[src/ifs_pkg.sv]
// Shared types and constants for the island falloff shaper.
// Used by every module of the block; depends on nothing.
package ifs_pkg;

  localparam int FRAC_BITS = 16;
  localparam int SIDE_W    = 13;  // frame size register width
  localparam int POS_W     = 12;  // pixel position width
  localparam int MAX_SIDE  = 4096;

  // Q16.16 constants of the hyperboloid mode (C = 0.2)
  localparam logic [16:0] FX_ONE = 17'd65536;
  localparam logic [16:0] HYP_CQ = 17'd13107;  // round(0.2 * ONE)
  localparam logic [16:0] HYP_C2 = 17'd2621;   // round(CQ * CQ / ONE)
  localparam logic [15:0] HYP_K  = 16'd53726;  // isqrt((ONE + C2) * ONE) - CQ
  // ceil(2^49 / K): n * ONE / K becomes (n * HYP_RECIP) >> 33, exact for n < 2^17
  localparam logic [33:0] HYP_RECIP =
    34'(((64'd1 << 49) + 64'(HYP_K) - 64'd1) / 64'(HYP_K));

  localparam logic signed [31:0] HEIGHT_MAX = 32'sh7FFF_FFFF;

  // configuration register indexes
  localparam logic [1:0] REG_WIDTH  = 2'd0;
  localparam logic [1:0] REG_HEIGHT = 2'd1;
  localparam logic [1:0] REG_MODE   = 2'd2;

  typedef enum logic [2:0] {
    MODE_BUMP = 3'd0,
    MODE_EUCL = 3'd1,
    MODE_SQR  = 3'd2,
    MODE_HYP  = 3'd3,
    MODE_DIAG = 3'd4
  } dist_mode_t;

  typedef struct packed {
    logic               action;
    logic signed [31:0] height_in;
  } ifs_in_t;

  typedef struct packed {
    logic signed [31:0] height_out;
    logic               frame_end;
  } ifs_out_t;

  // effective configuration, sizes already clamped to 1..MAX_SIDE
  typedef struct packed {
    logic [SIDE_W-1:0] width;
    logic [SIDE_W-1:0] height;
    dist_mode_t        mode;
  } ifs_cfg_t;

  // one shape request handed from front to back
  typedef struct packed {
    logic signed [31:0] height;
    logic signed [31:0] minimum;
    logic [POS_W-1:0]   col;
    logic [POS_W-1:0]   row;
    logic               last;
  } ifs_job_t;

endpackage

[src/ifs_queue.sv]
// Short job queue between front and back end.
// Four entries of ifs_job_t. Depends on ifs_pkg.
module ifs_queue (
  input  logic              clk,
  input  logic              rst_n,
  input  logic              push_valid,
  input  ifs_pkg::ifs_job_t push_data,
  output logic              full,
  output logic              pop_valid,
  input  logic              pop_ready,
  output ifs_pkg::ifs_job_t pop_data
);
  import ifs_pkg::*;

  localparam int DEPTH = 4;
  localparam int PTR_W = $clog2(DEPTH);

  ifs_job_t         slot_r [DEPTH];
  logic [PTR_W-1:0] wr_r, rd_r;
  logic [PTR_W:0]   cnt_r;
  logic             do_pop;

  assign full      = (cnt_r == (PTR_W + 1)'(DEPTH));
  assign pop_valid = (cnt_r != '0);
  assign pop_data  = slot_r[rd_r];
  assign do_pop    = pop_valid && pop_ready;

  always_ff @(posedge clk) begin
    if (push_valid) begin
      slot_r[wr_r] <= push_data;
    end
  end

  always_ff @(posedge clk) begin
    if (!rst_n) begin
      wr_r  <= '0;
      rd_r  <= '0;
      cnt_r <= '0;
    end else begin
      if (push_valid) wr_r <= wr_r + 1'b1;
      if (do_pop)     rd_r <= rd_r + 1'b1;
      if (push_valid && !do_pop)      cnt_r <= cnt_r + 1'b1;
      else if (!push_valid && do_pop) cnt_r <= cnt_r - 1'b1;
    end
  end

endmodule

[config.mk]
export PLATFORM = sky130hd
export DESIGN_NAME = ifs_queue
export DESIGN_NICKNAME = d
export VERILOG_FILES = /design/src/ifs_pkg.sv /design/src/ifs_queue.sv
export SDC_FILE = /design/constraint.sdc
export NUM_CORES = 1
export LEC_CHECK = 0
export BUFFER_PORTS_ARGS = -buffer_cell sky130_fd_sc_hd__buf_2
export CAP_MARGIN = 5
export CORE_MARGIN = 5
export CORE_UTILIZATION = 50
export CTS_CLUSTER_SIZE = 16
export DETAILED_ROUTE_END_ITERATION = 6
export PLACE_DENSITY_LB_ADDON = 0.08
export SETUP_SLACK_MARGIN = 0.05
export SLEW_MARGIN = 15
export SYNTH_ARGS = -nofsm -noshare
export SYNTH_HDL_FRONTEND = slang
export SYNTH_SLANG_ARGS = --single-unit
[constraint.sdc]
create_clock -name clk -period 3.8 [get_ports clk]
set_input_delay 0 -clock clk [delete_from_list [all_inputs] [get_ports clk]]
set_output_delay 0 -clock clk [all_outputs]
set_load 0.01 [all_outputs]
==> results.py <==
metrics = {
    "min_path": {
        "hp-class": "primary input to register",
        "holdPathEnd": "slot_r[3][59]",
        "min_path_cells": 2,
        "min_from": "push_data[59]",
    },
    "route": {
        "first_iter_violations": 323,
        "final_antenna_net_count": 0,
        "route.detailed.drc": 0,
        "wl_um": 24400,
        "vias_per_cell": 5.28,
        "vias": 6201,
        "dr.pass1.iters": 4,
        "avgRoutedWirePerCell_um": 20.7,
    },
    "floorplanning": {
        "start_util_pct": 50.8,
        "dieArea_sq_mm": 0.0299,
        "core_sq_mm": 0.0261,
        "rows": 59,
        "num_io_pins": 184,
        "dieHeight_um": 173,
        "die_x_um": 173,
    },
    "cts": {
        "post_cts_resized": 0,
        "cts.clk_slew.worst_paths_ps": 60,
        "cts_buffers": 38,
        "clk_latency_ps": 500,
        "cts_tree": "done",
        "cts_num_sinks": 365,
        "root_buffer": "clkbuf_16",
        "htreeDepth": 2,
        "cts_setup_buffers": 0,
        "clockBufferDepth": 3,
        "hold_buffers": 92,
    },
    "power": {
        "swShare_pct": 24.8,
        "power_frac_comb_pct": 20.2,
        "power_density_mw_per_mm2": 613,
        "power_mw": 10.2,
        "p_leak_nw": 5.67,
        "p_clk_share_pct": 32.7,
        "switchingPower_mw": 2.53,
        "ir_drop_mv": 0.475,
        "intPower_mw": 7.69,
        "p_seq_share_pct": 47.2,
    },
    "timing": {
        "setup_viol": 0,
        "skew_ps": 12.3,
        "tns_ps": 0,
        "timing.final.ws_setup_ps": 1380,
        "rsz0062_at_grt": "false",
        "finalCritPeriodShare_pct": 63.7,
        "holdWs_ps": 240,
        "maxSlewViolCount": 0,
        "min_period_ps": 2420,
        "worst_pin_slew_ps": 833,
        "max_slew_margin_pct": 44.5,
        "fmax_mhz": 413,
        "hold_viol_final": 0,
    },
    "synth": {
        "synth_edf_count": 356,
        "synthTopCellsByCount": "356 x edfxtp_1, 89 x mux4_2, 9 x and2_1, 9 x buf_2, 9 x dfxtp_1",
        "synth_cell_types": 23,
        "synth_area_sq_mm": 0.0133,
        "postSynth.asyncResetShare_pct": 0,
        "yosysWarnings": 0,
        "yosysSeqAreaShare_pct": 81.9,
        "ys_seq_elements": 365,
        "yosysTopAreaCell": "edfxtp_1",
        "synth_ff_type": "edfxtp_1",
        "synth_nets": 607,
        "synth_area_per_cell_sq_um": 26.1,
        "syn_inst": 508,
        "synth_area_leaders": "edfxtp_1 81%, mux4_2 15%, dfxtp_1 1.4%, ha_1 0.47%, and2_1 0.42%",
        "yosysTopAreaCellShare_pct": 80.5,
        "synth.most_common_cell": "edfxtp_1",
    },
    "global_routing": {
        "grt_max_degree": 64,
        "grt_pass1_vias": 6920,
        "grt_pass1_wl_um": 38300,
        "grt_usage_pct": 16.3,
        "overflow": 0,
        "antenna_found_initial": 1,
    },
    "setup_path": {
        "cp_top_family": "flip-flops",
        "rrSetupSlack_ps": 1590,
        "path_max_fanout": 50,
        "crit_chain": "buf_12 > mux4_2 > buf_2",
        "worstSetupStartpointType": "register",
        "regToRegStartpoint": "cnt_r[0]",
        "cpMaxStageDelayCell": "dfxtp_4",
        "critPathMaxStageDelay_ps": 680,
        "path_buf_inv": 2,
        "critPathKind": "register to output pin",
        "endpoint_kind": "output pin",
        "cp.arrival_ps": 2420,
        "reg2reg_to": "cnt_r[2]",
        "r2r_cells": 7,
        "cp_data_required_time_ps": 3800,
    },
    "layout": {
        "nFillCells": 1819,
        "nNetsFinal": 910,
        "final_core_util_pct": 63.8,
        "drive_gt1_share_pct": 40.3,
        "fin_area_sq_mm": 0.0167,
        "syn_to_final_growth_pct": 25.7,
        "fin_cells": 1175,
    },
    "place": {
        "gp_congestion": 0.747,
        "dp_cells": 1014,
        "pre_cts_ws_ps": 1620,
        "numPortBuffers": 183,
        "dp_hpwl_um": 14200,
        "place_area_sq_mm": 0.0146,
    },
    "run_status": {
        "outcome": "finished clean",
    },
    "job": {
        "drv_cap": 0,
    },
}
-- worst max path at each step --
stage | end | depth (start not counted)
global route | pop_data[11] | 3
floorplan | slot_r[0][0] | 3
finish | pop_data[11] | 3
CTS | pop_data[11] | 3
detailed placement | cnt_r[2] | 7
global placement | cnt_r[2] | 7
-- cell families after synthesis --
kind of cell    count (synthesis)  synth area share, %
mux                            91                 15.2
fa+ha+maj                       6                0.622
buf+inv                        23                 1.03
xor+xnor                        5                0.330
simple gates                   14                0.669
compound gates                  4                0.217
flops                         365                 81.9
-- area by class of cell --
| class | count | area (sq um) | area share (%) |
|---|---|---|---|
| antenna | 1 | 2.50 | 0.0150 |
| inverter | 3 | 11.3 | 0.0675 |
| clock inverter | 20 | 125 | 0.750 |
| clock buffer | 48 | 1010 | 6.05 |
| tap | 335 | 419 | 2.51 |
| sequential | 365 | 10900 | 65.2 |
| timing repair buffer | 283 | 1960 | 11.7 |
| multi-input combinational | 120 | 2280 | 13.7 |
-- metal layers --
layer / GRT usage (%) / vias up / share of wire, %
met2: 28.4 / 150 / 52
met5: 0 / - / 0
met3: 4.37 / 32 / 5.4
met4: 3.82 / 0 / 1.6
met1: 20.6 / 3224 / 41
li1: - / 2795 / -
-- power by group through the flow --
stage / Sequential (mW) / Clock (mW) / Combinational, mW
3_3_place_gp: 4.90 / 0 / 2.02
3_5_place_dp: 4.92 / 0 / 2.04
4_1_cts: 4.83 / 3.43 / 2.13
5_1_grt: 4.86 / 3.61 / 2.24
2_1_floorplan: 4.78 / 0 / 1.44
6_report: 4.82 / 3.34 / 2.06
-- flip-flops by register name, indices dropped and copies added, names as in the netlist, named ones only --
signal	count
wr_r	2
slot_r	356
rd_r	2
cnt_r	3
-- cell usage in the layout (no fill, tap or decap) --
| master | synthesis | layout |
|---|---|---|
| clkinv_2 | 0 | 9 |
| nor2b_1 | 2 | 2 |
| edfxtp_1 | 356 | 356 |
| dlygate4sd3_1 | 0 | 92 |
| xor2_1 | 2 | 2 |
| a21boi_0 | 1 | 1 |
| buf_2 | 9 | 183 |
| buf_12 | 1 | 5 |
| diode_2 | 0 | 1 |
| and2_4 | 0 | 4 |
| inv_1 | 3 | 3 |
| clkinv_1 | 0 | 7 |
| o31ai_1 | 1 | 1 |
| ha_1 | 5 | 5 |
| o311ai_0 | 1 | 1 |
| o21ai_0 | 1 | 1 |
| inv_6 | 0 | 1 |
| clkbuf_1 | 7 | 9 |
| xnor2_1 | 3 | 3 |
| mux4_2 | 89 | 89 |
| mux2i_1 | 2 | 2 |
| nor3b_1 | 1 | 1 |
| clkinvlp_4 | 0 | 2 |
| dfxtp_4 | 0 | 2 |
| clkbuf_16 | 0 | 39 |
| or3_1 | 2 | 2 |
| fa_1 | 1 | 1 |
| bufinv_16 | 0 | 1 |
| and2_1 | 9 | 5 |
| dfxtp_1 | 9 | 7 |
| buf_4 | 1 | 3 |
Power figures use the tool's default switching activity.
