--- config.mk ---
export PLATFORM = sky130hd
export DESIGN_NAME = ifs_front
export DESIGN_NICKNAME = d
export VERILOG_FILES = /design/src/ifs_pkg.sv /design/src/ifs_front.sv
export SDC_FILE = /design/constraint.sdc
export NUM_CORES = 1
export LEC_CHECK = 0
export CELL_PAD_IN_SITES_DETAIL_PLACEMENT = 2
export CELL_PAD_IN_SITES_GLOBAL_PLACEMENT = 2
export CORE_MARGIN = 5
export CORE_UTILIZATION = 39
export CTS_CLUSTER_DIAMETER = 150
export CTS_CLUSTER_SIZE = 10
export DETAILED_ROUTE_END_ITERATION = 16
export DONT_BUFFER_PORTS = 1
export PLACE_DENSITY = 0.92
export SYNTH_ARGS = -nofsm -noshare
export SYNTH_HDL_FRONTEND = slang
export SYNTH_SLANG_ARGS = --single-unit
--- constraint.sdc ---
create_clock -name clk -period 12.47 [get_ports clk]
set_input_delay 1.8705 -clock clk [delete_from_list [all_inputs] [get_ports clk]]
set_output_delay 1.8705 -clock clk [all_outputs]
set_load 0.005 [all_outputs]
--- src/ifs_pkg.sv ---
// Shared types and constants for the island falloff shaper.
// Used by every module of the block; depends on nothing.
package ifs_pkg;

  localparam int FRAC_BITS = 16;
  localparam int SIDE_W    = 13;  // frame size register width
  localparam int POS_W     = 12;  // pixel position width
  localparam int MAX_SIDE  = 4096;

  // Q16.16 constants of the hyperboloid mode (C = 0.2)
  localparam logic [16:0] FX_ONE = 17'd65536;
  localparam logic [16:0] HYP_CQ = 17'd13107;  // round(0.2 * ONE)
  localparam logic [16:0] HYP_C2 = 17'd2621;   // round(CQ * CQ / ONE)
  localparam logic [15:0] HYP_K  = 16'd53726;  // isqrt((ONE + C2) * ONE) - CQ
  // ceil(2^49 / K): n * ONE / K becomes (n * HYP_RECIP) >> 33, exact for n < 2^17
  localparam logic [33:0] HYP_RECIP =
    34'(((64'd1 << 49) + 64'(HYP_K) - 64'd1) / 64'(HYP_K));

  localparam logic signed [31:0] HEIGHT_MAX = 32'sh7FFF_FFFF;

  // configuration register indexes
  localparam logic [1:0] REG_WIDTH  = 2'd0;
  localparam logic [1:0] REG_HEIGHT = 2'd1;
  localparam logic [1:0] REG_MODE   = 2'd2;

  typedef enum logic [2:0] {
    MODE_BUMP = 3'd0,
    MODE_EUCL = 3'd1,
    MODE_SQR  = 3'd2,
    MODE_HYP  = 3'd3,
    MODE_DIAG = 3'd4
  } dist_mode_t;

  typedef struct packed {
    logic               action;
    logic signed [31:0] height_in;
  } ifs_in_t;

  typedef struct packed {
    logic signed [31:0] height_out;
    logic               frame_end;
  } ifs_out_t;

  // effective configuration, sizes already clamped to 1..MAX_SIDE
  typedef struct packed {
    logic [SIDE_W-1:0] width;
    logic [SIDE_W-1:0] height;
    dist_mode_t        mode;
  } ifs_cfg_t;

  // one shape request handed from front to back
  typedef struct packed {
    logic signed [31:0] height;
    logic signed [31:0] minimum;
    logic [POS_W-1:0]   col;
    logic [POS_W-1:0]   row;
    logic               last;
  } ifs_job_t;

endpackage

--- src/ifs_front.sv ---
// Front end: accepts requests, tracks pixel position and frame minimum.
// Shape requests are pushed as jobs into the queue. Depends on ifs_pkg.
module ifs_front (
  input  logic              clk,
  input  logic              rst_n,
  input  logic              in_valid,
  output logic              in_ready,
  input  ifs_pkg::ifs_in_t  in_data,
  input  ifs_pkg::ifs_cfg_t cfg,
  input  logic              q_full,
  output logic              push_valid,
  output ifs_pkg::ifs_job_t push_data
);
  import ifs_pkg::*;

  logic [POS_W-1:0]   col_r, col_nxt, row_r, row_nxt;
  logic [POS_W-1:0]   col_e, row_e;
  logic signed [31:0] min_r, min_nxt;
  logic               last, accept;

  assign in_ready = !q_full;
  assign accept   = in_valid && in_ready;

  // position clipped to the current frame size
  always_comb begin
    col_e = ({1'b0, col_r} >= cfg.width)  ? '0 : col_r;
    row_e = ({1'b0, row_r} >= cfg.height) ? '0 : row_r;
    last  = ({1'b0, col_e} == cfg.width - 1'b1) && ({1'b0, row_e} == cfg.height - 1'b1);
  end

  // next position and minimum
  always_comb begin
    col_nxt = col_r;
    row_nxt = row_r;
    min_nxt = min_r;
    if (accept) begin
      if (last) begin
        col_nxt = '0;
        row_nxt = '0;
      end else if ({1'b0, col_e} + 1'b1 >= cfg.width) begin
        col_nxt = '0;
        row_nxt = row_e + 1'b1;
      end else begin
        col_nxt = col_e + 1'b1;
        row_nxt = row_e;
      end
      if (!in_data.action) begin
        if ((col_e == '0 && row_e == '0) || in_data.height_in < min_r) begin
          min_nxt = in_data.height_in;
        end
      end
    end
  end

  always_ff @(posedge clk) begin
    if (!rst_n) begin
      col_r <= '0;
      row_r <= '0;
      min_r <= HEIGHT_MAX;
    end else begin
      col_r <= col_nxt;
      row_r <= row_nxt;
      min_r <= min_nxt;
    end
  end

  // shape request goes to the back end with the minimum held now
  assign push_valid        = accept && in_data.action;
  assign push_data.height  = in_data.height_in;
  assign push_data.minimum = min_r;
  assign push_data.col     = col_e;
  assign push_data.row     = row_e;
  assign push_data.last    = last;

endmodule

==> results.md <==
| Quantity | Value |
| --- | --- |
| Hold_buf cts | 0 |
| Count of maximum capacitance violations | 0 |
| Path category of the worst min-delay check | reg2reg |
| Worst Setup Start Kind | input pin |
| Count of pins on the block boundary | 157 |
| Async set or reset register ratio after synthesis | 0% |
| Max stage delay on crit path | 630 ps |
| Port bufs | 0 |
| Antenna Cells | 0 |
| Family with the most delay on the worst path | simple AND/OR/NAND/NOR gates |
| Data required, critical path | 10600 ps |
| Number of enable flip-flop cells after synthesis | 0 |
| Sum Neg Setup Slack | 0 ps |
| Clock Latency Late Sink | 290 ps |
| Status | complete, no violations |
| WL/cell | 22.2 um |
| Max-slew violations | 0 |
| Via count of the first global-routing pass | 6282 |
| Number of gates resized after CTS | 0 |
| Critical path buffers and inverters | 2 |
| Via density | 6.13 |
| Maximum fanout along the worst path | 14 |
| DRT Pass-1 Iters | 4 |
| Post-detailed-route count of antenna-violating nets | 0 |
| Leakage power figure | 2.84 nW |
| Largest voltage drop on the vdd net | 0.0475 mV |
| Syn Area/Cell | 7.65 sq um |
| Worst max-slew margin expressed relative to the limit | 26.6% |
| Critical Path End Type | output pin |
| Fill count | 1734 |
| Slowest stage cell, crit path | sky130_fd_sc_hd__o311ai_0 |
| Most frequently used flop master after synthesis | sky130_fd_sc_hd__dfxtp_1 |
| CTS Buf Count | 5 |
| Total Wirelength | 19800 um |
| Final-layout worst hold slack | 547 ps |
| Area of the core region | 14600 sq um |
| Area of the die | 17600 sq um |
| Clock buffer depth | 2 |
| F_max | 0.130 GHz |
| Number of buffers added for setup after CTS | 0 |
| Worst setup path class | in2out |
| Final critical delay including setup and external delays | 7670 ps |
| Clock-pin slew on the worst setup and hold paths | 70 ps |
| Pin count of the biggest net entering global routing | 71 |
| Top cells by area, synth | sky130_fd_sc_hd__dfxtp_1 19%, sky130_fd_sc_hd__ha_1 16%, sky130_fd_sc_hd__nor2_1 6.3% |
| Violation count after the first detailed-routing iteration | 212 |
| Flip-flop and latch count after synthesis | 56 |
| Detailed placement HPWL | 16200 um |
| Largest area contributor in the netlist | sky130_fd_sc_hd__dfxtp_1 |
| GRT Util Overall | 22.2% |
| Die height | 133 um |
| Post-synthesis net count | 907 |
| Unrepaired setup endpoints after global routing | false |
| Grt ovf | 0 |
| Number of library cell types mapped by synthesis | 70 |
| Fin Clk Skew | 8.56 ps |
| Area growth, synth to finish | 0.192% |
| Top post-synthesis cells by count | 99 x sky130_fd_sc_hd__nor2_1, 74 x sky130_fd_sc_hd__ha_1, 74 x sky130_fd_sc_hd__inv_1 |
| Area share of the largest cell type after synthesis | 19.1% |
| Final number of setup-violating endpoints | 0 |
| Power per Cell Area | 68.5 nW/um^2 |
| Final period utilization | 61.5% |
| Data arrival at the endpoint of the critical path | 5800 ps |
| H-tree Lvls | 2 |
| Post-synthesis instance area | 5870 sq um |
| Num Clock Sinks | 56 |
| Overall die width | 133 um |
| Share of synthesized area occupied by flip-flops and latches | 19.1% |
| Drc violations | 0 |
| Mapped Cells | 767 |
| Dominant cell by count in the synthesized netlist | sky130_fd_sc_hd__nor2_1 |
| Net count of the finished layout | 847 |
| Starting utilization of the core area | 40.1% |
| Final weighted congestion in routability-driven placement | 0.842 |
| Cell at the root of the clock tree | sky130_fd_sc_hd__clkbuf_16 |
| Number of cell rows | 44 |
| Number of endpoints with negative hold slack in the final report | 0 |
| Cells traversed along the worst timing path | inv_1 > ha_1 > a211oi_1 > nor2_1 > o311ai_0 > and3_1 > nand2_1 > inv_1 > ha_1 > o221a_2 > o221ai_1 > nor4_1 > o2111ai_1 > nor4b_1 > and3_1 |
| Global-route wire length before repair | 32500 um |
| Clock tree from TritonCTS | done |
| Worst-Margin Slew | 1100 ps |
| Number of antenna violations at the first check in global routing | 0 |
| Vias post-DR | 5459 |
| Synthesis warning total | 0 |
| Fraction of layout instances using a drive strength above 1 | 3.11% |
## sequential cells by signal, summed over array words and instances (netlist names)
signal / flops
col_r: 12
row_r: 12
min_r: 32
## tightest hold or removal path, delay by kind of cell, from the launching register on
family / cells / cell delay, ps
flops: 1 / 360
simple gates: 1 / 80
mux: 1 / 60
## cell type report
cell class	instances	area (sq um)	share of cell area, %
Multi-Input combinational cell	564	4080	69.3
Sequential cell	56	1120	19.1
Inverter	75	282	4.79
Tap cell	184	230	3.92
Clock buffer	6	129	2.19
Timing Repair Buffer	5	37.5	0.638
Clock inverter	1	5.00	0.0851
## layer usage
layer / GRT usage, % / share of wire, % / wire [um]
met1: 24.4 / 39 / 7740
met2: 42.3 / 53 / 10500
met3: 5.73 / 6.2 / 1230
met4: 5.48 / 1.9 / 378
met5: 0 / 0 / 0
## power by group
part / switching [mW] / leakage (nW) / internal [mW] / total (mW)
logic: 0.0455 / 2.31 / 0.0305 / 0.0760
clock network: 0.0646 / 0.0667 / 0.0734 / 0.138
registers: 0.00564 / 0.455 / 0.183 / 0.189
## layout by cell type, fill, tap and decap left out, types with 4 or more instances in the layout
cell,Yosys,final
sky130_fd_sc_hd__or4_1,7,7
sky130_fd_sc_hd__a211oi_1,10,9
sky130_fd_sc_hd__or3_1,7,7
sky130_fd_sc_hd__nand4_1,21,21
sky130_fd_sc_hd__a22o_1,11,11
sky130_fd_sc_hd__inv_1,74,74
sky130_fd_sc_hd__nor4_1,11,11
sky130_fd_sc_hd__a31oi_1,5,5
sky130_fd_sc_hd__buf_4,33,5
sky130_fd_sc_hd__mux2i_1,32,32
sky130_fd_sc_hd__nand2_1,30,30
sky130_fd_sc_hd__nor2_1,99,99
sky130_fd_sc_hd__o22ai_1,4,4
sky130_fd_sc_hd__a21oi_1,31,31
sky130_fd_sc_hd__o2111ai_1,4,4
sky130_fd_sc_hd__xor2_1,16,16
sky130_fd_sc_hd__dfxtp_1,56,56
sky130_fd_sc_hd__xnor2_1,24,24
sky130_fd_sc_hd__nand3_1,23,23
sky130_fd_sc_hd__nor3_1,17,17
sky130_fd_sc_hd__nor2b_1,6,6
sky130_fd_sc_hd__clkbuf_16,0,5
sky130_fd_sc_hd__a21o_1,23,23
sky130_fd_sc_hd__ha_1,74,74
sky130_fd_sc_hd__and2_1,21,21
sky130_fd_sc_hd__o21ai_0,17,17
sky130_fd_sc_hd__o31ai_1,7,7
sky130_fd_sc_hd__and3_1,8,8
## final timing paths
check,from,endpoint,slack [ps],cells after the start
setup / recovery,cfg[18],push_data[0],4800,15
hold / removal,min_r[31],min_r[31],550,2
setup reg to reg,col_r[2],row_r[5],6770,22
hold reg to reg,min_r[31],min_r[31],550,2
## kinds of logic (layout without fill, tap and decap cells)
family,Yosys count,count (layout),share of synthesized area (%)
flops,56,56,19.1
compound gates,145,145,17.4
xor+xnor,42,42,6.74
buf+inv,147,87,11.7
simple gates,270,270,23.6
mux,33,33,5.65
fa+ha+maj,74,74,15.8
## per-stage QoR
step / instances / setup WS [ps] / utilization, % / power (mW) / instance area, sq um
after detailed placement: 884 / 4780 / 39.2 / 0.269 / 5750
after floorplan: 767 / 5560 / - / 0.256 / 5870
final: 891 / 4800 / 40.1 / 0.403 / 5880
after CTS: 891 / 4790 / 40.1 / 0.407 / 5880
after global placement: 884 / 5100 / 39.2 / 0.261 / 5750
after global routing: 891 / 4460 / 40.1 / 0.427 / 5880
(Power assumes the default switching activity.)
