--- src/ifs_pkg.sv ---
// Shared types and constants for the island falloff shaper.
// Used by every module of the block; depends on nothing.
package ifs_pkg;

  localparam int FRAC_BITS = 16;
  localparam int SIDE_W    = 13;  // frame size register width
  localparam int POS_W     = 12;  // pixel position width
  localparam int MAX_SIDE  = 4096;

  // Q16.16 constants of the hyperboloid mode (C = 0.2)
  localparam logic [16:0] FX_ONE = 17'd65536;
  localparam logic [16:0] HYP_CQ = 17'd13107;  // round(0.2 * ONE)
  localparam logic [16:0] HYP_C2 = 17'd2621;   // round(CQ * CQ / ONE)
  localparam logic [15:0] HYP_K  = 16'd53726;  // isqrt((ONE + C2) * ONE) - CQ
  // ceil(2^49 / K): n * ONE / K becomes (n * HYP_RECIP) >> 33, exact for n < 2^17
  localparam logic [33:0] HYP_RECIP =
    34'(((64'd1 << 49) + 64'(HYP_K) - 64'd1) / 64'(HYP_K));

  localparam logic signed [31:0] HEIGHT_MAX = 32'sh7FFF_FFFF;

  // configuration register indexes
  localparam logic [1:0] REG_WIDTH  = 2'd0;
  localparam logic [1:0] REG_HEIGHT = 2'd1;
  localparam logic [1:0] REG_MODE   = 2'd2;

  typedef enum logic [2:0] {
    MODE_BUMP = 3'd0,
    MODE_EUCL = 3'd1,
    MODE_SQR  = 3'd2,
    MODE_HYP  = 3'd3,
    MODE_DIAG = 3'd4
  } dist_mode_t;

  typedef struct packed {
    logic               action;
    logic signed [31:0] height_in;
  } ifs_in_t;

  typedef struct packed {
    logic signed [31:0] height_out;
    logic               frame_end;
  } ifs_out_t;

  // effective configuration, sizes already clamped to 1..MAX_SIDE
  typedef struct packed {
    logic [SIDE_W-1:0] width;
    logic [SIDE_W-1:0] height;
    dist_mode_t        mode;
  } ifs_cfg_t;

  // one shape request handed from front to back
  typedef struct packed {
    logic signed [31:0] height;
    logic signed [31:0] minimum;
    logic [POS_W-1:0]   col;
    logic [POS_W-1:0]   row;
    logic               last;
  } ifs_job_t;

endpackage

--- src/ifs_back.sv ---
// Back end: centred coordinates, distance function and final blend.
// One shared restoring divider and one digit-serial square root. Depends on ifs_pkg.
module ifs_back (
  input  logic              clk,
  input  logic              rst_n,
  input  ifs_pkg::ifs_cfg_t cfg,
  input  logic              pop_valid,
  output logic              pop_ready,
  input  ifs_pkg::ifs_job_t pop_data,
  output logic              out_valid,
  input  logic              out_ready,
  output ifs_pkg::ifs_out_t out_data
);
  import ifs_pkg::*;

  localparam int DIV_W = 34;
  localparam int SQ_W  = 34;
  localparam int SQ_STEPS = SQ_W / 2;

  typedef enum logic [3:0] {
    S_IDLE, S_DIVU, S_DIVV, S_SQR, S_DIST, S_BUMP, S_ROOT, S_HYPQ, S_MUL, S_SAT
  } state_t;

  state_t              state_r;
  ifs_job_t            job_r;
  logic [DIV_W-1:0]    div_num_r;
  logic [15:0]         div_rem_r, div_den_r;
  logic [5:0]          cnt_r;
  logic [11:0]         mag_v_r;
  logic                neg_u_r, neg_v_r;
  logic signed [17:0]  u_r, v_r;
  logic [16:0]         u2_r, v2_r, d_r;
  logic [33:0]         bump_r;
  logic [SQ_W-1:0]     sq_rad_r;
  logic [19:0]         sq_rem_r;
  logic [16:0]         sq_root_r;
  logic [49:0]         hyp_prod_r;
  logic signed [51:0]  prod_r;
  logic                out_valid_r;
  ifs_out_t            out_r;

  // divider and square root step logic, centred offsets, squares and final blend
  logic [16:0]         div_sh;
  logic                div_ge;
  logic [19:0]         sq_sh, sq_trial;
  logic                sq_ge;
  logic signed [13:0]  off_u, off_v;
  logic [11:0]         mag_u, mag_v;
  logic signed [17:0]  q_s;
  logic signed [35:0]  uu, vv;
  logic [17:0]         r2;
  logic [16:0]         au, av, n_hyp;
  logic [16:0]         om_u, om_v;
  logic signed [32:0]  diff;
  logic signed [18:0]  one_md;
  logic signed [51:0]  shifted;
  logic signed [52:0]  blended;
  logic signed [31:0]  sat_val;

  always_comb begin
    div_sh   = {div_rem_r, div_num_r[DIV_W-1]};
    div_ge   = div_sh >= {1'b0, div_den_r};
    sq_sh    = {sq_rem_r[17:0], sq_rad_r[SQ_W-1 -: 2]};
    sq_trial = {1'b0, sq_root_r, 2'b01};
    sq_ge    = sq_sh >= sq_trial;
    off_u    = $signed({2'b0, pop_data.col}) - $signed({2'b0, cfg.width[SIDE_W-1:1]});
    off_v    = $signed({2'b0, pop_data.row}) - $signed({2'b0, cfg.height[SIDE_W-1:1]});
    mag_u    = off_u[13] ? 12'(-off_u) : off_u[11:0];
    mag_v    = off_v[13] ? 12'(-off_v) : off_v[11:0];
    q_s      = $signed(div_num_r[17:0]);
    uu       = u_r * u_r;
    vv       = v_r * v_r;
    r2       = {1'b0, u2_r} + {1'b0, v2_r};
    au       = u_r[17] ? 17'(-u_r) : u_r[16:0];
    av       = v_r[17] ? 17'(-v_r) : v_r[16:0];
    n_hyp    = (sq_root_r > HYP_CQ) ? sq_root_r - HYP_CQ : '0;
    om_u     = FX_ONE - u2_r;
    om_v     = FX_ONE - v2_r;
    diff     = 33'(job_r.height) - 33'(job_r.minimum);
    one_md   = $signed({2'b0, FX_ONE}) - $signed({2'b0, d_r});
    shifted  = prod_r >>> FRAC_BITS;
    blended  = 53'(shifted) + 53'(job_r.minimum);
    if (blended > 53'(HEIGHT_MAX))           sat_val = HEIGHT_MAX;
    else if (blended < -53'sd2147483648)     sat_val = 32'sh8000_0000;
    else                                     sat_val = blended[31:0];
  end

  assign pop_ready = (state_r == S_IDLE);
  assign out_valid = out_valid_r;
  assign out_data  = out_r;

  // sequencer, datapath registers and output register
  always_ff @(posedge clk) begin
    if (!rst_n) begin
      state_r     <= S_IDLE;
      out_valid_r <= 1'b0;
    end else begin
      // result taken; a new one loaded in S_SAT keeps valid high
      if (out_valid_r && out_ready && state_r != S_SAT) out_valid_r <= 1'b0;
      unique case (state_r)
        S_IDLE: begin
          if (pop_valid) begin
            job_r     <= pop_data;
            neg_u_r   <= off_u[13];
            neg_v_r   <= off_v[13];
            mag_v_r   <= mag_v;
            div_num_r <= {5'b0, mag_u, 17'b0};
            div_rem_r <= '0;
            div_den_r <= 16'(cfg.width);
            cnt_r     <= 6'(DIV_W);
            state_r   <= S_DIVU;
          end
        end
        S_DIVU: begin
          if (cnt_r != '0) begin
            div_num_r <= {div_num_r[DIV_W-2:0], div_ge};
            div_rem_r <= div_ge ? 16'(div_sh - {1'b0, div_den_r}) : div_sh[15:0];
            cnt_r     <= cnt_r - 1'b1;
          end else begin
            u_r       <= neg_u_r ? -q_s : q_s;
            div_num_r <= {5'b0, mag_v_r, 17'b0};
            div_rem_r <= '0;
            div_den_r <= 16'(cfg.height);
            cnt_r     <= 6'(DIV_W);
            state_r   <= S_DIVV;
          end
        end
        S_DIVV: begin
          if (cnt_r != '0) begin
            div_num_r <= {div_num_r[DIV_W-2:0], div_ge};
            div_rem_r <= div_ge ? 16'(div_sh - {1'b0, div_den_r}) : div_sh[15:0];
            cnt_r     <= cnt_r - 1'b1;
          end else begin
            v_r     <= neg_v_r ? -q_s : q_s;
            state_r <= S_SQR;
          end
        end
        S_SQR: begin
          u2_r    <= uu[32:16];
          v2_r    <= vv[32:16];
          state_r <= S_DIST;
        end
        S_DIST: begin
          sq_rem_r  <= '0;
          sq_root_r <= '0;
          cnt_r     <= 6'(SQ_STEPS);
          unique case (cfg.mode)
            MODE_BUMP: begin
              bump_r  <= om_u * om_v;
              state_r <= S_BUMP;
            end
            MODE_EUCL: begin
              sq_rad_r <= {1'b0, r2, 15'b0};
              state_r  <= S_ROOT;
            end
            MODE_SQR: begin
              d_r     <= r2[17:1];
              state_r <= S_MUL;
            end
            MODE_HYP: begin
              sq_rad_r <= {r2 + {1'b0, HYP_C2}, 16'b0};
              state_r  <= S_ROOT;
            end
            default: begin
              d_r     <= (au > av) ? au : av;
              state_r <= S_MUL;
            end
          endcase
        end
        S_BUMP: begin
          d_r     <= FX_ONE - bump_r[32:16];
          state_r <= S_MUL;
        end
        S_ROOT: begin
          if (cnt_r != '0) begin
            sq_rad_r  <= {sq_rad_r[SQ_W-3:0], 2'b00};
            sq_rem_r  <= sq_ge ? sq_sh - sq_trial : sq_sh;
            sq_root_r <= {sq_root_r[15:0], sq_ge};
            cnt_r     <= cnt_r - 1'b1;
          end else if (cfg.mode == MODE_EUCL) begin
            d_r     <= sq_root_r;
            state_r <= S_MUL;
          end else begin
            // division by the constant K as a reciprocal multiply
            hyp_prod_r <= n_hyp * HYP_RECIP;
            state_r    <= S_HYPQ;
          end
        end
        S_HYPQ: begin
          d_r     <= hyp_prod_r[49:33];
          state_r <= S_MUL;
        end
        S_MUL: begin
          prod_r  <= diff * one_md;
          state_r <= S_SAT;
        end
        S_SAT: begin
          if (!out_valid_r || out_ready) begin
            out_valid_r      <= 1'b1;
            out_r.height_out <= sat_val;
            out_r.frame_end  <= job_r.last;
            state_r          <= S_IDLE;
          end
        end
        default: state_r <= S_IDLE;
      endcase
    end
  end

endmodule

--- config.mk ---
export PLATFORM = sky130hd
export DESIGN_NAME = ifs_back
export DESIGN_NICKNAME = d
export VERILOG_FILES = /design/src/ifs_pkg.sv /design/src/ifs_back.sv
export SDC_FILE = /design/constraint.sdc
export NUM_CORES = 2
export LEC_CHECK = 0
export BUFFER_PORTS_ARGS = -buffer_cell sky130_fd_sc_hd__buf_2
export CAP_MARGIN = 20
export CORE_ASPECT_RATIO = 1.2
export CORE_UTILIZATION = 55
export CTS_CLUSTER_SIZE = 30
export DETAILED_ROUTE_END_ITERATION = 16
export PLACE_DENSITY_LB_ADDON = 0.05
export RECOVER_POWER = 100
export SETUP_SLACK_MARGIN = 0.2
export SYNTH_ARGS = -nofsm -noshare
export SYNTH_HDL_FRONTEND = slang
export SYNTH_SLANG_ARGS = --single-unit
--- constraint.sdc ---
create_clock -name clk -period 11.5 [get_ports clk]
set_input_delay 1.725 -clock clk [delete_from_list [all_inputs] [get_ports clk]]
set_output_delay 1.725 -clock clk [all_outputs]
set_load 0.01 [all_outputs]
==> metrics.txt <==
Setup Viol. Count Final 0; layout cells sized above 1 5.01%; Tot GR Track Use 31.1%; pin count of the biggest net entering global routing 66; fmax 0.0991 GHz; Total Nets Final 10.9k; io pins 157; Mapped Area 0.0796 mm2; # DRC 0; Max Buffers Root-to-Sink 3; Starting Density 55.5%; initial antenna violation count 4; core area 0.143 mm2; die outline height 419 um; Critical Path RT 11.90 ns; Worst Reg-to-Reg Cells 32; total global routing overflow 0; failing checks max-capacitance violations, max-slew violations; most used cell, CP fa_1; hold_sp job_r[0]$_DFFE_PP_; clock root cell clkbuf_16; vias in the first global route 62.8k; unrepaired setup endpoints after global routing false; Slew Limit Fails 321; setup TNS 0 ns; clock transition at the registers of the reported paths 0.06 ns; Crit. End Element register; # fillers 12.9k; Worst Max-Slew Pin Slew 4.24 ns; num rows 152; Post-synth ARST share 0%; DR vias 58.1k; global-route wire length before repair 348,000 um; sequential-to-total area share from yosys stat 14.9%; vias per cell 5.51; Synth Register Bits 396; syn_area_per_cell 9.40 um2; Worst R2R End prod_r[47]$_DFFE_PP_; hold depth 0; syn nets 10.8k; Final Util 59.3%; MaxCap Viol Count 8; post-synthesis cell type count 87; crit-path max cell delay 0.57 ns; CP Class reg -> reg; Final period util 87.8%; Worst Setup SP job_r[25]$_DFFE_PP_; Post-CTS Setup Repair Bufs 0; post-DP HPWL 180,000 um; clock sink count 396; crit path max fanout 6; post-DR wirelength/cell 20.8 um; die width 349 um; area growth from synthesis to layout 6.75%; R2R setup slack 1.41 ns; DRT Pass-1 Iters 7; # port buffers 156; clk_lat worst skew 0.67 ns; CTS tree done; Primary FF master, synth edfxtp_1; CP arrival 10.50 ns; Post-Syn Instances 8,468; Hold Path Class reg -> reg; Final Hold Viols 0; relative slew slack -183%; Fin Clk Skew 0.0430 ns; DR iter-0 viols 3,596; H-tree levels 2; RD Place Congestion 0.950; Synth warnings 0; Num CTS Buffers 51; outcome complete, but fails checks; hold buffers post-CTS 0; number of synthesized flops with an enable pin 391; Critical Path Source Type register; Die Footprint 0.146 mm2; reg2reg start job_r[25]$_DFFE_PP_; post-CTS sizing 0; slowest CP cell xnor2_1; minimum clock period 10.09 ns; Worst Hold Endpoint out_data[0]$_DFFE_PP_; Routed Antenna Nets 0; Routed WL 220,000 um
-- sequential cells by signal, indices dropped and copies added, names as in the netlist, 18 cells and up --
| register | count |
|---|---|
| job_r | 65 |
| prod_r | 35 |
| div_num_r | 34 |
| out_data | 33 |
| sq_rad_r | 19 |
| sq_rem_r | 18 |
| u_r | 18 |
| v_r | 18 |
-- kinds of logic (layout without fill, tap and decap cells) --
kind of cell / after synthesis / after routing / share of synthesized area, %
compound gates: 942 / 942 / 7.72
buf+inv: 2150 / 2303 / 10.2
xor+xnor: 455 / 455 / 5.02
other cells: 0 / 3 / 0
fa+ha+maj: 2223 / 2223 / 48.6
flops: 396 / 396 / 14.9
simple gates: 2237 / 2237 / 12.8
mux: 65 / 65 / 0.827
-- area by class of cell --
| cell class | instances | area (um2) | share of cell area, % |
|---|---|---|---|
| inverter | 1890 | 7090 | 8.35 |
| antenna | 3 | 7.51 | 0.00883 |
| clock inverter | 37 | 507 | 0.596 |
| sequential | 396 | 11800 | 13.9 |
| multi-input combinational | 5922 | 59900 | 70.5 |
| clock buffer | 59 | 1330 | 1.56 |
| timing repair buffer | 317 | 1860 | 2.19 |
| tap | 1925 | 2410 | 2.83 |
-- worst max-delay path: cells and delay by family, from the launching register on --
family	cells	cell delay, ns
AO/OA/AOI/OAI	14	3.54
XOR/XNOR	2	0.68
adder cells (fa/ha/maj)	9	4.01
buffers and inverters	4	0.58
flip-flops	1	0.41
AND/OR/NAND/NOR	3	0.62
-- per-stage QoR --
| step | instance area [um2] | cells | worst slack (ns) | hold slack, ns |
|---|---|---|---|---|
| CTS | 85200 | 10500 | 1.50 | 0.433 |
| detailed placement | 83300 | 10400 | 1.50 | 0.411 |
| floorplan | 79600 | 8468 | 2.91 | 0.400 |
| finish | 85000 | 10500 | 1.41 | 0.429 |
| global placement | 83300 | 10400 | 1.58 | 0.426 |
| global route | 85000 | 10500 | 0.851 | 0.446 |
-- worst max-delay path by stage --
stage,cells after the start,endpoint,slack [ns]
finish,32,prod_r[47]$_DFFE_PP_,1.41
global route,32,prod_r[47]$_DFFE_PP_,0.85
CTS,31,prod_r[47]$_DFFE_PP_,1.50
detailed placement,31,prod_r[47]$_DFFE_PP_,1.50
global placement,31,prod_r[47]$_DFFE_PP_,1.58
floorplan,34,prod_r[26]$_DFFE_PP_,2.91
-- synth_stat cells, drive strengths merged, types with 13 or more instances --
cell	count	share of area, %
o21bai	21	0.20
a21oi	238	1.5
clkbuf	238	1.1
o21ai	200	1.3
and3	41	0.32
ha	775	12
a31oi	37	0.29
or2	39	0.31
mux2i	59	0.74
xnor2	313	3.5
o31a	16	0.18
o21a	56	0.53
nor2b	51	0.40
o31ai	27	0.27
a211oi	40	0.38
buf	22	0.12
o211ai	18	0.17
nor4	19	0.15
a21boi	21	0.20
inv	1884	8.9
fa	1448	36
nand2	948	4.5
or3	42	0.34
nor3b	13	0.12
edfxtp	391	15
nand4	31	0.24
nor3	90	0.57
and2	222	1.7
nand3	61	0.38
or4	16	0.16
nor2	556	2.6
a221oi	21	0.24
nand2b	70	0.55
a21o	134	1.3
xor2	142	1.6
-- placed cells by master, fill, tap and decap left out, types with 41 or more instances in the layout --
cell / instances
xnor2_1: 298
nand2b_1: 70
xor2_1: 130
mux2i_1: 59
and3_1: 41
o21ai_0: 197
nand2_1: 948
a21o_1: 134
edfxtp_1: 391
a21oi_1: 237
clkbuf_1: 81
clkbuf_16: 52
o21a_1: 55
buf_2: 104
and2_1: 206
fa_1: 1448
nand3_1: 61
nor3_1: 88
ha_1: 775
inv_1: 1884
buf_4: 138
nor2b_1: 51
nor2_1: 554
-- per-layer routing --
metal | track usage (%) | vias to the layer above | share of wire, %
li1 | - | 26600 | -
met1 | 37.7 | 29300 | 39
met2 | 55.5 | 1788 | 51
met3 | 3.32 | 448 | 5.5
met4 | 13.7 | 4 | 5.1
met5 | 0 | - | 0.012
Power is left out: the tool's default activity adds up to more than one toggle a clock period on the data nets, which glitch-free logic cannot reach.
